[config.mk]
export PLATFORM = sky130hd
export DESIGN_NAME = free_fall_detector_hysteresis_core
export DESIGN_NICKNAME = d
export VERILOG_FILES = /design/src/hdl/ffd_pkg.sv /design/src/hdl/ffd_sqrt.sv /design/src/hdl/ffd_window.sv /design/src/hdl/free_fall_detector_hysteresis_core.sv
export SDC_FILE = /design/constraint.sdc
export NUM_CORES = 2
export LEC_CHECK = 0
export BUFFER_PORTS_ARGS = -buffer_cell sky130_fd_sc_hd__buf_2
export CELL_PAD_IN_SITES_DETAIL_PLACEMENT = 0
export CELL_PAD_IN_SITES_GLOBAL_PLACEMENT = 1
export CORE_ASPECT_RATIO = 0.7
export CORE_MARGIN = 10
export CORE_UTILIZATION = 54
export CTS_CLUSTER_SIZE = 20
export DETAILED_ROUTE_END_ITERATION = 8
export GPL_ROUTABILITY_DRIVEN = 0
export GPL_TIMING_DRIVEN = 1
export PLACE_DENSITY = 0.91
export SLEW_MARGIN = 30
export SYNTH_ARGS = -nofsm -noshare
export SYNTH_HDL_FRONTEND = slang
export SYNTH_SLANG_ARGS = --single-unit
[constraint.sdc]
create_clock -name clk_i -period 19.67 [get_ports clk_i]
set_input_delay 1.967 -clock clk_i [delete_from_list [all_inputs] [get_ports clk_i]]
set_output_delay 1.967 -clock clk_i [all_outputs]
set_load 0.005 [all_outputs]
[src/hdl/ffd_pkg.sv]
// Shared types and constants of the free-fall detector.
package ffd_pkg;

  // Window depth and derived widths
  localparam int unsigned WINDOW = 5;
  localparam int unsigned CNT_W  = $clog2(WINDOW + 1);
  localparam int unsigned SLOT_W = (WINDOW > 1) ? $clog2(WINDOW) : 1;
  localparam int unsigned NORM_W = 16;
  localparam int unsigned SUM_W  = NORM_W + CNT_W;

  // Shared multiplier and square root widths
  localparam int unsigned OPND_W = 17;
  localparam int unsigned PROD_W = 2 * OPND_W;
  localparam int unsigned RAD_W  = 32;

  // Configuration port
  localparam int unsigned CFG_IDX_W  = 3;
  localparam int unsigned CFG_DATA_W = 16;

  localparam logic [CFG_IDX_W-1:0] CFG_TILT_COS  = 3'd0;
  localparam logic [CFG_IDX_W-1:0] CFG_FALL_THR  = 3'd1;
  localparam logic [CFG_IDX_W-1:0] CFG_RECOV_LOW = 3'd2;
  localparam logic [CFG_IDX_W-1:0] CFG_RECOV_HI  = 3'd3;
  localparam logic [CFG_IDX_W-1:0] CFG_FALL_PRIO = 3'd4;

  localparam logic [14:0] TILT_COS_RST  = 15'd11585;
  localparam logic [15:0] FALL_THR_RST  = 16'd4096;
  localparam logic [15:0] RECOV_LOW_RST = 16'd14000;
  localparam logic [15:0] RECOV_HI_RST  = 16'd19000;
  localparam logic [7:0]  FALL_PRIO_RST = 8'd100;

  // Action codes of an input request
  localparam logic ACT_SAMPLE = 1'b0;
  localparam logic ACT_KILL   = 1'b1;

  typedef struct packed {
    logic               action;
    logic signed [15:0] orient_zz;
    logic signed [15:0] accel_x;
    logic signed [15:0] accel_y;
    logic signed [15:0] accel_z;
  } ffd_in_t;

  typedef struct packed {
    logic       is_falling;
    logic       priority_update;
    logic [7:0] priority_value;
  } ffd_out_t;

endpackage

[src/hdl/ffd_sqrt.sv]
// Iterative integer square root, one result bit per cycle.
module ffd_sqrt import ffd_pkg::*; (
  input  logic                clk_i,
  input  logic                rst_ni,
  input  logic                start_i,
  input  logic [RAD_W-1:0]    rad_i,
  output logic                done_o,
  output logic [NORM_W-1:0]   root_o
);

  localparam int unsigned ITER_W = $clog2(NORM_W);
  localparam int unsigned REM_W  = NORM_W + 2;
  localparam int unsigned TRY_W  = REM_W + 2;

  logic               busy_q, busy_d;
  logic               done_q, done_d;
  logic [ITER_W-1:0]  iter_q, iter_d;
  logic [RAD_W-1:0]   rad_q, rad_d;
  logic [REM_W-1:0]   rem_q, rem_d;
  logic [NORM_W-1:0]  root_q, root_d;
  logic [TRY_W-1:0]   rem_shift;
  logic [TRY_W-1:0]   trial;
  logic [TRY_W-1:0]   diff;

  // Bring down the next bit pair and try the next root bit
  assign rem_shift = {rem_q, rad_q[RAD_W-1 -: 2]};
  assign trial     = {2'b00, root_q, 2'b01};
  assign diff      = rem_shift - trial;

  always_comb begin
    busy_d = busy_q;
    done_d = 1'b0;
    iter_d = iter_q;
    rad_d  = rad_q;
    rem_d  = rem_q;
    root_d = root_q;
    if (start_i) begin
      busy_d = 1'b1;
      iter_d = '0;
      rad_d  = rad_i;
      rem_d  = '0;
      root_d = '0;
    end else if (busy_q) begin
      rad_d = {rad_q[RAD_W-3:0], 2'b00};
      if (rem_shift >= trial) begin
        rem_d  = diff[REM_W-1:0];
        root_d = {root_q[NORM_W-2:0], 1'b1};
      end else begin
        rem_d  = rem_shift[REM_W-1:0];
        root_d = {root_q[NORM_W-2:0], 1'b0};
      end
      iter_d = iter_q + ITER_W'(1);
      if (iter_q == ITER_W'(NORM_W - 1)) begin
        busy_d = 1'b0;
        done_d = 1'b1;
      end
    end
  end

  always_ff @(posedge clk_i or negedge rst_ni) begin
    if (!rst_ni) begin
      busy_q <= 1'b0;
      done_q <= 1'b0;
      iter_q <= '0;
    end else begin
      busy_q <= busy_d;
      done_q <= done_d;
      iter_q <= iter_d;
    end
  end

  always_ff @(posedge clk_i) begin
    rad_q  <= rad_d;
    rem_q  <= rem_d;
    root_q <= root_d;
  end

  assign done_o = done_q;
  assign root_o = root_q;

endmodule

[src/hdl/ffd_window.sv]
// Sliding window of acceleration norms with running sum and fill count.
module ffd_window import ffd_pkg::*; (
  input  logic               clk_i,
  input  logic               rst_ni,
  input  logic               push_i,
  input  logic [NORM_W-1:0]  norm_i,
  output logic [SUM_W-1:0]   sum_o,
  output logic [CNT_W-1:0]   count_o
);

  logic [NORM_W-1:0] win_q [WINDOW];
  logic [SLOT_W-1:0] slot_q, slot_d;
  logic [CNT_W-1:0]  count_q, count_d;
  logic [SUM_W-1:0]  sum_q, sum_d;
  logic              full;

  assign full = (count_q == CNT_W'(WINDOW));

  // Drop the oldest norm once full, add the new one, advance the slot
  always_comb begin
    slot_d  = slot_q;
    count_d = count_q;
    sum_d   = sum_q;
    if (push_i) begin
      if (full) begin
        sum_d = sum_q - SUM_W'(win_q[slot_q]) + SUM_W'(norm_i);
      end else begin
        sum_d   = sum_q + SUM_W'(norm_i);
        count_d = count_q + CNT_W'(1);
      end
      slot_d = (slot_q == SLOT_W'(WINDOW - 1)) ? '0 : slot_q + SLOT_W'(1);
    end
  end

  always_ff @(posedge clk_i or negedge rst_ni) begin
    if (!rst_ni) begin
      slot_q  <= '0;
      count_q <= '0;
      sum_q   <= '0;
    end else begin
      slot_q  <= slot_d;
      count_q <= count_d;
      sum_q   <= sum_d;
    end
  end

  // Slots are read only after they have been written
  always_ff @(posedge clk_i) begin
    if (push_i) begin
      win_q[slot_q] <= norm_i;
    end
  end

  assign sum_o   = sum_q;
  assign count_o = count_q;

endmodule

[src/hdl/free_fall_detector_hysteresis_core.sv]
// Free-fall detector: a sample request runs multiply-accumulate of the axis squares, square
// root, window push, three threshold compares and output load, in that order; a kill request
// goes straight to the output load, which waits for a free output register. No new request
// is taken until the result is loaded. The shared 17x17 multiplier and bit-serial root serve
// these steps. Reset clears the window, the falling flag and loads register defaults.
module free_fall_detector_hysteresis_core import ffd_pkg::*; (
  input  logic                  clk_i,
  input  logic                  rst_ni,
  input  logic                  in_valid_i,
  output logic                  in_ready_o,
  input  ffd_in_t               in_data_i,
  output logic                  out_valid_o,
  input  logic                  out_ready_i,
  output ffd_out_t              out_data_o,
  input  logic                  cfg_we_i,
  input  logic [CFG_IDX_W-1:0]  cfg_idx_i,
  input  logic [CFG_DATA_W-1:0] cfg_data_i
);

  typedef enum logic [2:0] {
    ST_IDLE,
    ST_SQUARE,
    ST_ROOT_GO,
    ST_ROOT,
    ST_WINDOW,
    ST_COMPARE,
    ST_DONE
  } state_e;

  state_e             state_q;
  logic [1:0]         step_q;
  logic [OPND_W-1:0]  mag_q [3];
  logic [OPND_W-1:0]  abs_zz;
  logic               tilt_ok_q;
  logic [RAD_W-1:0]   acc_q;
  logic               lt_fall_q, gt_low_q;
  logic               falling_q;
  ffd_out_t           res_q;
  ffd_out_t           out_q;
  logic               out_valid_q;

  logic [14:0]        tilt_cos_q;
  logic [15:0]        fall_thr_q;
  logic [15:0]        recov_low_q;
  logic [15:0]        recov_hi_q;
  logic [7:0]         fall_prio_q;

  logic [OPND_W-1:0]  mul_a, mul_b;
  logic [PROD_W-1:0]  prod;
  logic [PROD_W-1:0]  sum_ext;
  logic               sqrt_start, sqrt_done;
  logic [NORM_W-1:0]  norm;
  logic [SUM_W-1:0]   win_sum;
  logic [CNT_W-1:0]   win_cnt;
  logic               win_push;
  logic               accept;
  logic               out_free;

  // Magnitude of a signed 16-bit value, 17 bits wide so that -32768 maps to 32768
  function automatic logic [OPND_W-1:0] mag17(input logic [15:0] a);
    logic [OPND_W-1:0] ext;
    ext = {a[15], a};
    return a[15] ? (~ext + OPND_W'(1)) : ext;
  endfunction

  assign accept     = in_valid_i && (state_q == ST_IDLE);
  assign in_ready_o = (state_q == ST_IDLE);
  assign out_free   = !out_valid_q || out_ready_i;
  assign abs_zz     = mag17(in_data_i.orient_zz);

  // Shared multiplier: squares of the axes, then thresholds times fill count
  always_comb begin
    mul_a = mag_q[step_q];
    mul_b = mag_q[step_q];
    if (state_q == ST_COMPARE) begin
      case (step_q)
        2'd0:    mul_a = OPND_W'(fall_thr_q);
        2'd1:    mul_a = OPND_W'(recov_low_q);
        default: mul_a = OPND_W'(recov_hi_q);
      endcase
      mul_b = OPND_W'(win_cnt);
    end
  end

  assign prod    = PROD_W'(mul_a) * PROD_W'(mul_b);
  assign sum_ext = PROD_W'(win_sum);

  assign sqrt_start = (state_q == ST_ROOT_GO);
  assign win_push   = (state_q == ST_WINDOW);

  ffd_sqrt u_sqrt (
    .clk_i   (clk_i),
    .rst_ni  (rst_ni),
    .start_i (sqrt_start),
    .rad_i   (acc_q),
    .done_o  (sqrt_done),
    .root_o  (norm)
  );

  ffd_window u_window (
    .clk_i   (clk_i),
    .rst_ni  (rst_ni),
    .push_i  (win_push),
    .norm_i  (norm),
    .sum_o   (win_sum),
    .count_o (win_cnt)
  );

  // Configuration registers; indexes beyond the list are ignored
  always_ff @(posedge clk_i or negedge rst_ni) begin
    if (!rst_ni) begin
      tilt_cos_q  <= TILT_COS_RST;
      fall_thr_q  <= FALL_THR_RST;
      recov_low_q <= RECOV_LOW_RST;
      recov_hi_q  <= RECOV_HI_RST;
      fall_prio_q <= FALL_PRIO_RST;
    end else if (cfg_we_i) begin
      case (cfg_idx_i)
        CFG_TILT_COS:  tilt_cos_q  <= cfg_data_i[14:0];
        CFG_FALL_THR:  fall_thr_q  <= cfg_data_i;
        CFG_RECOV_LOW: recov_low_q <= cfg_data_i;
        CFG_RECOV_HI:  recov_hi_q  <= cfg_data_i;
        CFG_FALL_PRIO: fall_prio_q <= cfg_data_i[7:0];
        default: ;
      endcase
    end
  end

  // Sequencer, falling flag and output register
  always_ff @(posedge clk_i or negedge rst_ni) begin
    if (!rst_ni) begin
      state_q     <= ST_IDLE;
      step_q      <= '0;
      mag_q[0]    <= '0;
      mag_q[1]    <= '0;
      mag_q[2]    <= '0;
      tilt_ok_q   <= 1'b0;
      acc_q       <= '0;
      lt_fall_q   <= 1'b0;
      gt_low_q    <= 1'b0;
      falling_q   <= 1'b0;
      res_q       <= '0;
      out_q       <= '0;
      out_valid_q <= 1'b0;
    end else begin
      if (out_valid_q && out_ready_i && (state_q != ST_DONE)) begin
        out_valid_q <= 1'b0;
      end
      case (state_q)
        ST_IDLE: begin
          if (accept) begin
            step_q    <= '0;
            acc_q     <= '0;
            mag_q[0]  <= mag17(in_data_i.accel_x);
            mag_q[1]  <= mag17(in_data_i.accel_y);
            mag_q[2]  <= mag17(in_data_i.accel_z);
            tilt_ok_q <= (abs_zz < OPND_W'(tilt_cos_q));
            if (in_data_i.action == ACT_KILL) begin
              falling_q <= 1'b0;
              res_q     <= '{is_falling: 1'b0, priority_update: 1'b1,
                             priority_value: 8'd0};
              state_q   <= ST_DONE;
            end else begin
              state_q <= ST_SQUARE;
            end
          end
        end
        ST_SQUARE: begin
          // Accumulate one axis square per cycle
          acc_q <= acc_q + prod[RAD_W-1:0];
          if (step_q == 2'd2) begin
            step_q  <= '0;
            state_q <= ST_ROOT_GO;
          end else begin
            step_q <= step_q + 2'd1;
          end
        end
        ST_ROOT_GO: begin
          state_q <= ST_ROOT;
        end
        ST_ROOT: begin
          if (sqrt_done) begin
            state_q <= ST_WINDOW;
          end
        end
        ST_WINDOW: begin
          step_q  <= '0;
          state_q <= ST_COMPARE;
        end
        ST_COMPARE: begin
          case (step_q)
            2'd0: begin
              lt_fall_q <= (sum_ext < prod);
              step_q    <= step_q + 2'd1;
            end
            2'd1: begin
              gt_low_q <= (sum_ext > prod);
              step_q   <= step_q + 2'd1;
            end
            default: begin
              // Decide fall, recovery or no announcement
              step_q  <= '0;
              state_q <= ST_DONE;
              if (!falling_q && tilt_ok_q && lt_fall_q) begin
                falling_q <= 1'b1;
                res_q     <= '{is_falling: 1'b1, priority_update: 1'b1,
                               priority_value: fall_prio_q};
              end else if (falling_q && gt_low_q && (sum_ext < prod)) begin
                falling_q <= 1'b0;
                res_q     <= '{is_falling: 1'b0, priority_update: 1'b1,
                               priority_value: 8'd0};
              end else begin
                res_q     <= '{is_falling: falling_q, priority_update: 1'b0,
                               priority_value: 8'd0};
              end
            end
          endcase
        end
        ST_DONE: begin
          // Hold the result until the output register is free
          if (out_free) begin
            out_q       <= res_q;
            out_valid_q <= 1'b1;
            state_q     <= ST_IDLE;
          end
        end
        default: state_q <= ST_IDLE;
      endcase
    end
  end

  assign out_valid_o = out_valid_q;
  assign out_data_o  = out_q;

endmodule
**Yosys cells after proc, flatten, opt, wreduce, memory -nomap -nowiden**

Memories as Yosys holds them, arrays and structs flattened.
Index checks and enable logic that the tools add are counted.

- Memory bits (writable): 80
- Logic and storage cells: 167
- Register bits: 281
- Memories: 1
- Output and inout port bits: 12

Memories:

| memory | depth | width | read ports | clocked after Yosys merged registers in | wr ports | RTL line | RTL |
|---|---|---|---|---|---|---|---|
| u_window.win_q | 5 | 16 | 1 | 0 | 1 | ffd_window.sv:11 | `logic [NORM_W-1:0] win_q [WINDOW];` |

- Add/sub/neg operators: 13
- Multipliers: 1
- Bitwise gates (word level): 6
- Multiplexer cells: 54
- Equality and inequality tests: 23
- $lt $le $gt $ge: 5
- Reductions and logical operators: 33

Operator list:

| kind | number |
|---|---|
| $mux 17 | 8 |
| $mux 32 | 3 |
| $add 17x1->17 const B | 4 |
| $not 17->17 | 4 |
| $pmux 32 s2 | 1 |
| $mux 10 | 5 |
| $add 19x16->19 | 2 |
| $bmux 17 s2 | 1 |
| $gt 19x34->1 | 1 |
| $lt 19x34->1 | 1 |
| $mul 17x17->34 | 1 |
| $add 32x32->32 | 1 |
| $pmux 16 s2 | 1 |
| $reduce_and 2->1 | 12 |
| $mux 3 | 7 |
| $pmux 3 s7 | 1 |
| $ge 20x18->1 | 1 |
| $pmux 10 s2 | 1 |
| $mux 19 | 1 |
| $sub 19x16->19 | 1 |
| $eq 3x3->1 const B | 6 |
| $mux 18 | 1 |
| $sub 18x18->18 | 1 |
| $lt 17x15->1 | 1 |
| other kinds (30) | 69 |

**Logic depth before layout (Yosys ltp)**

- Depth after elaboration: 12
- Gate-level depth with buffers: 41
- Depth with buffers taken out: 37

**Hierarchy**

A second synthesis with hierarchy kept.

- Cell total of the unflattened synthesis: 3360
- Area, all modules: 31273.7 um^2

Modules (own cells, without submodules):

| module | area each (um^2) | sequential area each (um^2) | cells an instance | instances |
|---|---|---|---|---|
| free_fall_detector_hysteresis_core | 20872.5 | 4633.2 | 2374 | 1 |
| ffd_window | 6386.1 | 3027.9 | 602 | 1 |
| ffd_sqrt | 4015.1 | 1791.7 | 384 | 1 |

**Worst setup path after synthesis**

Ideal clock, no wire load.

- Kind: reg-to-reg
- From: register step_q[0]
- To: register res_q[8] (netlist bit)
- Setup time: 0.128 ns
- Setup slack: 10.172 ns
- Clock period less this slack: 9.498 ns
- Buffers on the path: 5
- Arrival: 9.371 ns
- Stages on the path, launching flop included: 37
- Path through: dfrtp_1 > buf_2 > buf_1 > clkbuf_1 > buf_1 > mux2i_1 > nor2_1 > a21oi_1 > o21ai_0 > nand2_1 > fa_1 > fa_1 > fa_1 > inv_1 > fa_1 > fa_1 > inv_1 > fa_1 > inv_1 > ha_1 > clkbuf_1 > nor3b_1 > a221o_1 > a31oi_1 > xnor2_1 > inv_1 > ha_1 > and3_1 > nand3_1 > or3_1 > nor2_1 > o221ai_1 > or4_1 > or4_4 > nor4_4 > o311ai_1 > mux2_1

- Word-level cells in the longest chain between the ends: 12
- Elaborated cells on any way between the ends: 19
- Those cells by class: mul (1); order compare (1); eq/ne (2); mux (10); bitwise (1); reduce/logical (4)

RTL lines:

| what | RTL line | RTL |
|---|---|---|
| start, declared | free_fall_detector_hysteresis_core.sv:31 | `logic [1:0] step_q;` |
| start signal, assigned | free_fall_detector_hysteresis_core.sv:175 | `step_q <= step_q + 2'd1;` |
| start signal, assigned | free_fall_detector_hysteresis_core.sv:194 | `step_q <= step_q + 2'd1;` |
| start signal, assigned | free_fall_detector_hysteresis_core.sv:198 | `step_q <= step_q + 2'd1;` |
| $not 2->3 (not written as such) | free_fall_detector_hysteresis_core.sv:73, free_fall_detector_hysteresis_core.sv:74 |  |
| $bmux 17 s2 | free_fall_detector_hysteresis_core.sv:73, free_fall_detector_hysteresis_core.sv:74 |  |
| $mux 17 (not written as such) (2 in series) | free_fall_detector_hysteresis_core.sv:73, free_fall_detector_hysteresis_core.sv:74 |  |
| $mux 17 | free_fall_detector_hysteresis_core.sv:75 | `if (state_q == ST_COMPARE) begin` |
| $mul 17x17->34 | free_fall_detector_hysteresis_core.sv:85 | `assign prod = PROD_W'(mul_a) * PROD_W'(mul_b);` |
| $lt 19x34->1 | free_fall_detector_hysteresis_core.sv:208 | `end else if (falling_q && gt_low_q && (sum_ext < prod)) begin` |
| $logic_and 1x1->1 | free_fall_detector_hysteresis_core.sv:208 |  |
| $mux 10 | free_fall_detector_hysteresis_core.sv:208 |  |
| $mux 10 | free_fall_detector_hysteresis_core.sv:204 | `if (!falling_q && tilt_ok_q && lt_fall_q) begin` |
| $mux 10 | free_fall_detector_hysteresis_core.sv:191 | `case (step_q)` |
| $pmux 10 s2 | free_fall_detector_hysteresis_core.sv:149 | `case (state_q)` |
| end signal, assigned | free_fall_detector_hysteresis_core.sv:206 | `res_q <= '{is_falling: 1'b1, priority_update: 1'b1,` |
| end signal, assigned | free_fall_detector_hysteresis_core.sv:210 | `res_q <= '{is_falling: 1'b0, priority_update: 1'b1,` |
| end signal, assigned | free_fall_detector_hysteresis_core.sv:213 | `res_q <= '{is_falling: falling_q, priority_update: 1'b0,` |
| end, declared | free_fall_detector_hysteresis_core.sv:38 | `ffd_out_t res_q;` |

Several ways; a longest one is shown, not always the timed one. The select of a mux whose other input is x is not followed.
A chain may end at the register's enable or synchronous reset.

**Final worst setup path**

Ends and elaborated chain as after synthesis.

==> metrics.md <==
| Metric | Value |
|---|---|
| DRT Pass-1 Iters | 7 |
| WP data arrival | 11.28 ns |
| Via count | 24300 |
| Die area | 66900 um2 |
| Syn_area_per_cell | 9.15 um2 |
| Die Y | 219 um |
| Clk sink count | about 360 |
| Final Hold Violating Endpoints | 0 |
| Slowest cell on crit path | nor2_1 |
| Number of DRC markers in iteration 0 | ~2400 |
| Post-synth EDFFs | roughly 110 |
| Grt ovf | 0 |
| # setup viols final | 0 |
| Actual slew at the worst max-slew pin | approximately 1.1 ns |
| Fmax | a little over 90 MHz |
| CTS Root Cell | clkbuf_16 |
| HP Start | mag_q[16]$_DFFE_PN0P_ |
| RR Endpoint | res_q[8]$_DFFE_PN0P_ |
| CP startpoint kind | flop |
| Critical path fanouts, max | 37 |
| DRT antenna net count | 0 |
| Worst Hold End | mag_q[16]$_DFFE_PN0P_ |
| Reg-to-reg startpoint | step_q[0]$_DFFE_PN0P_ |
| Routed wire length | 83400 um |
| Post-CTS resize count | 0 |
| Outcome | finished clean |
| Number of core rows | 73 |
| Vias in the first global route | ~24000 |
| Tot GR Track Use | between 20% and 30% |
| Setup TNS | 0 ns |
| Worst Path Required | between 20 and 25 ns |
| Async SR Flop Fraction | 59.6% |
| Clk slew on worst S/H paths | 0.06 ns |
| Final Cycle Share | 55.0% |
| First-pass GRT wire length | about 130000 um |
| Nets | 3971 |
| Final HPWL DP | 66700 um |
| Initial antenna violation count | 2 |
| Top cell type's share of synthesized area | 15.7% |
| Layout cells sized above 1 | 9.90% |
| Most used routing layer | met1 |
| #FFs+latches synth | between 300 and 400 |
| DR DRC count | 0 |
| Effective utilization at floorplan | 54.3% |
| I/O Buffers | 100 |
| DR vias/cell | 5.80 |
| Synth unique cells | 82 |
| Top_reg_cell synth | dfrtp_1 |
| Sequential share of the synthesized area | 30.8% |
| WS Path Type | reg2reg |
| Syn_nets | between 3000 and 4000 |
| Avg WL per Cell | 19.9 um |
| Met1 GRT Util | 35.5% |
| Clk_lat worst skew | 0.59 ns |
| CTS H-tree depth | 2 |
| Most instantiated cells after synthesis | inv_1, nand2_1, nor2_1 |
| Top cells by area, synth | fa_1, dfrtp_1, edfxtp_1 |
| Synth-to-Final Area Change | 8.76% |
| Leading cell type by number of instances after synthesis | inv_1 |
| IO Pins | just over 100 |
| TritonCTS Buffers | 38 |
| Critical path's largest stage delay | 0.65 ns |
| Setup Skew | about 0.034 ns |
| Filler cells | 4753 |
| Final min period | roughly 11 ns |
| CP endpoint kind | flop |
| Worst relative slew slack | a little over a quarter |
| Core ar. | 56500 um2 |
| Routing usage on met2 | between 30% and 40% |
| Post-CTS Setup Inserts | 0 |
| Netlist Area Pre-Place | 30700 um2 |
| CTS tree | yes |
| Cell taking the most area after synthesis | fa_1 |
| Overall die width | 305 um |
| Slew Viols, Final | 0 |
| Max Cap Viol | 0 |
| Met3 usage | 8.69% |
| Deepest clock path buffer count | 3 |
| Largest net degree at the start of global routing | approximately 100 |
| Hold Crit Class | reg2reg |
| Hold Path Stages | 1 |
| Synth Warn # | 0 |
| CTS Hold Bufs | 0 |
| Synth Instances | 3355 |
| RSZ-0062 raised after global routing | false |
| Worst-case reg-to-reg path depth | 35 |
| Flop-to-flop setup slack | 8.86 ns |
## flip-flops by register name, summed over array words and instances (netlist names), 15 cells and up
name            cells
mag_q              51
acc_q              32
recov_low_q        16
u_sqrt.rad_q       32
u_window.win_q     80
tilt_cos_q         15
u_window.sum_o     19
u_sqrt.rem_q       18
recov_hi_q         16
u_sqrt.root_o      16
fall_thr_q         16
## worst max-delay path: cells and delay by family, from the launching register on
kind	cells	cell delay, ns
AO/OA/AOI/OAI	6	1.26
XOR/XNOR	1	0.18
adder cells (fa/ha/maj)	8	3.42
buffers and inverters	6	1.01
flip-flops	1	0.36
multiplexers	2	0.51
AND/OR/NAND/NOR	12	3.92
## how the worst max path moves through the flow
stage                           from                   end  slack [ns]  cells past startpoint
6_report       step_q[0]$_DFFE_PN0P_  res_q[8]$_DFFE_PN0P_        8.86                     35
5_1_grt        step_q[0]$_DFFE_PN0P_  res_q[8]$_DFFE_PN0P_        8.42                     35
4_1_cts        step_q[0]$_DFFE_PN0P_  res_q[8]$_DFFE_PN0P_        9.15                     35
3_5_place_dp   step_q[0]$_DFFE_PN0P_  res_q[8]$_DFFE_PN0P_        9.19                     35
3_3_place_gp   step_q[0]$_DFFE_PN0P_  res_q[8]$_DFFE_PN0P_        9.42                     35
2_1_floorplan  step_q[0]$_DFFE_PN0P_  res_q[8]$_DFFE_PN0P_       10.17                     36
## stage by stage
| stage | hold WS [ns] | std cells | util, % | setup WS (ns) | instance area (um2) |
|---|---|---|---|---|---|
| final | 0.483 | 4187 | 59.0 | 8.86 | 33400 |
| after global routing | 0.507 | 4187 | 59.0 | 8.42 | 33400 |
| after CTS | 0.483 | 4186 | 59.0 | 9.15 | 33400 |
| after detailed placement | 0.463 | 4116 | 56.6 | 9.19 | 32000 |
| after floorplan | 0.444 | 3355 | - | 10.17 | 30700 |
| after global placement | 0.461 | 4116 | 56.6 | 9.42 | 32000 |
## layer usage
metal	share of wire (%)	vias up
li1	-	11283
met1	45	11876
met2	41	1005
met3	11	134
met4	1.8	2
met5	0.020	-
## final cells by class
type | instances | area (um2) | area share [%]
clock buffers | 47 | 1020 | 3.07
diodes | 1 | 2.50 | 0.00750
repair buffers | 136 | 785 | 2.35
well taps | 750 | 938 | 2.81
multi-input cells | 2383 | 19000 | 56.9
clock inverters | 23 | 364 | 1.09
flip-flops and latches | 361 | 9460 | 28.3
inverters | 486 | 1820 | 5.47
## cells by family after synthesis
kind of cell / Yosys count / share of synthesized area [%]
AO/OA/AOI/OAI: 622 / 12.5
AND/OR/NAND/NOR: 979 / 14.0
buffers and inverters: 611 / 7.50
multiplexers: 162 / 5.80
adder cells (fa/ha/maj): 476 / 25.3
XOR/XNOR: 143 / 4.08
other: 1 / 0.0122
flip-flops: 361 / 30.8
## cell usage in the layout, fill, tap and decap left out, types with 34 or more instances in the layout
master and n:
a21o_1 53, a21oi_1 147, buf_2 99, buf_4 35, clkbuf_16 38, dfrtp_1 190, dfxtp_1 34, edfxtp_1 112
fa_1 241, ha_1 235, inv_1 484, mux2_2 75, mux2i_1 81, nand2_1 449, nand3_1 67, nor2_1 250
nor3_1 46, o21ai_0 221, xnor2_1 75, xor2_1 68
Power is not shown: default switching activity piles up to over one toggle a cycle in this logic, so the estimate is an artifact.
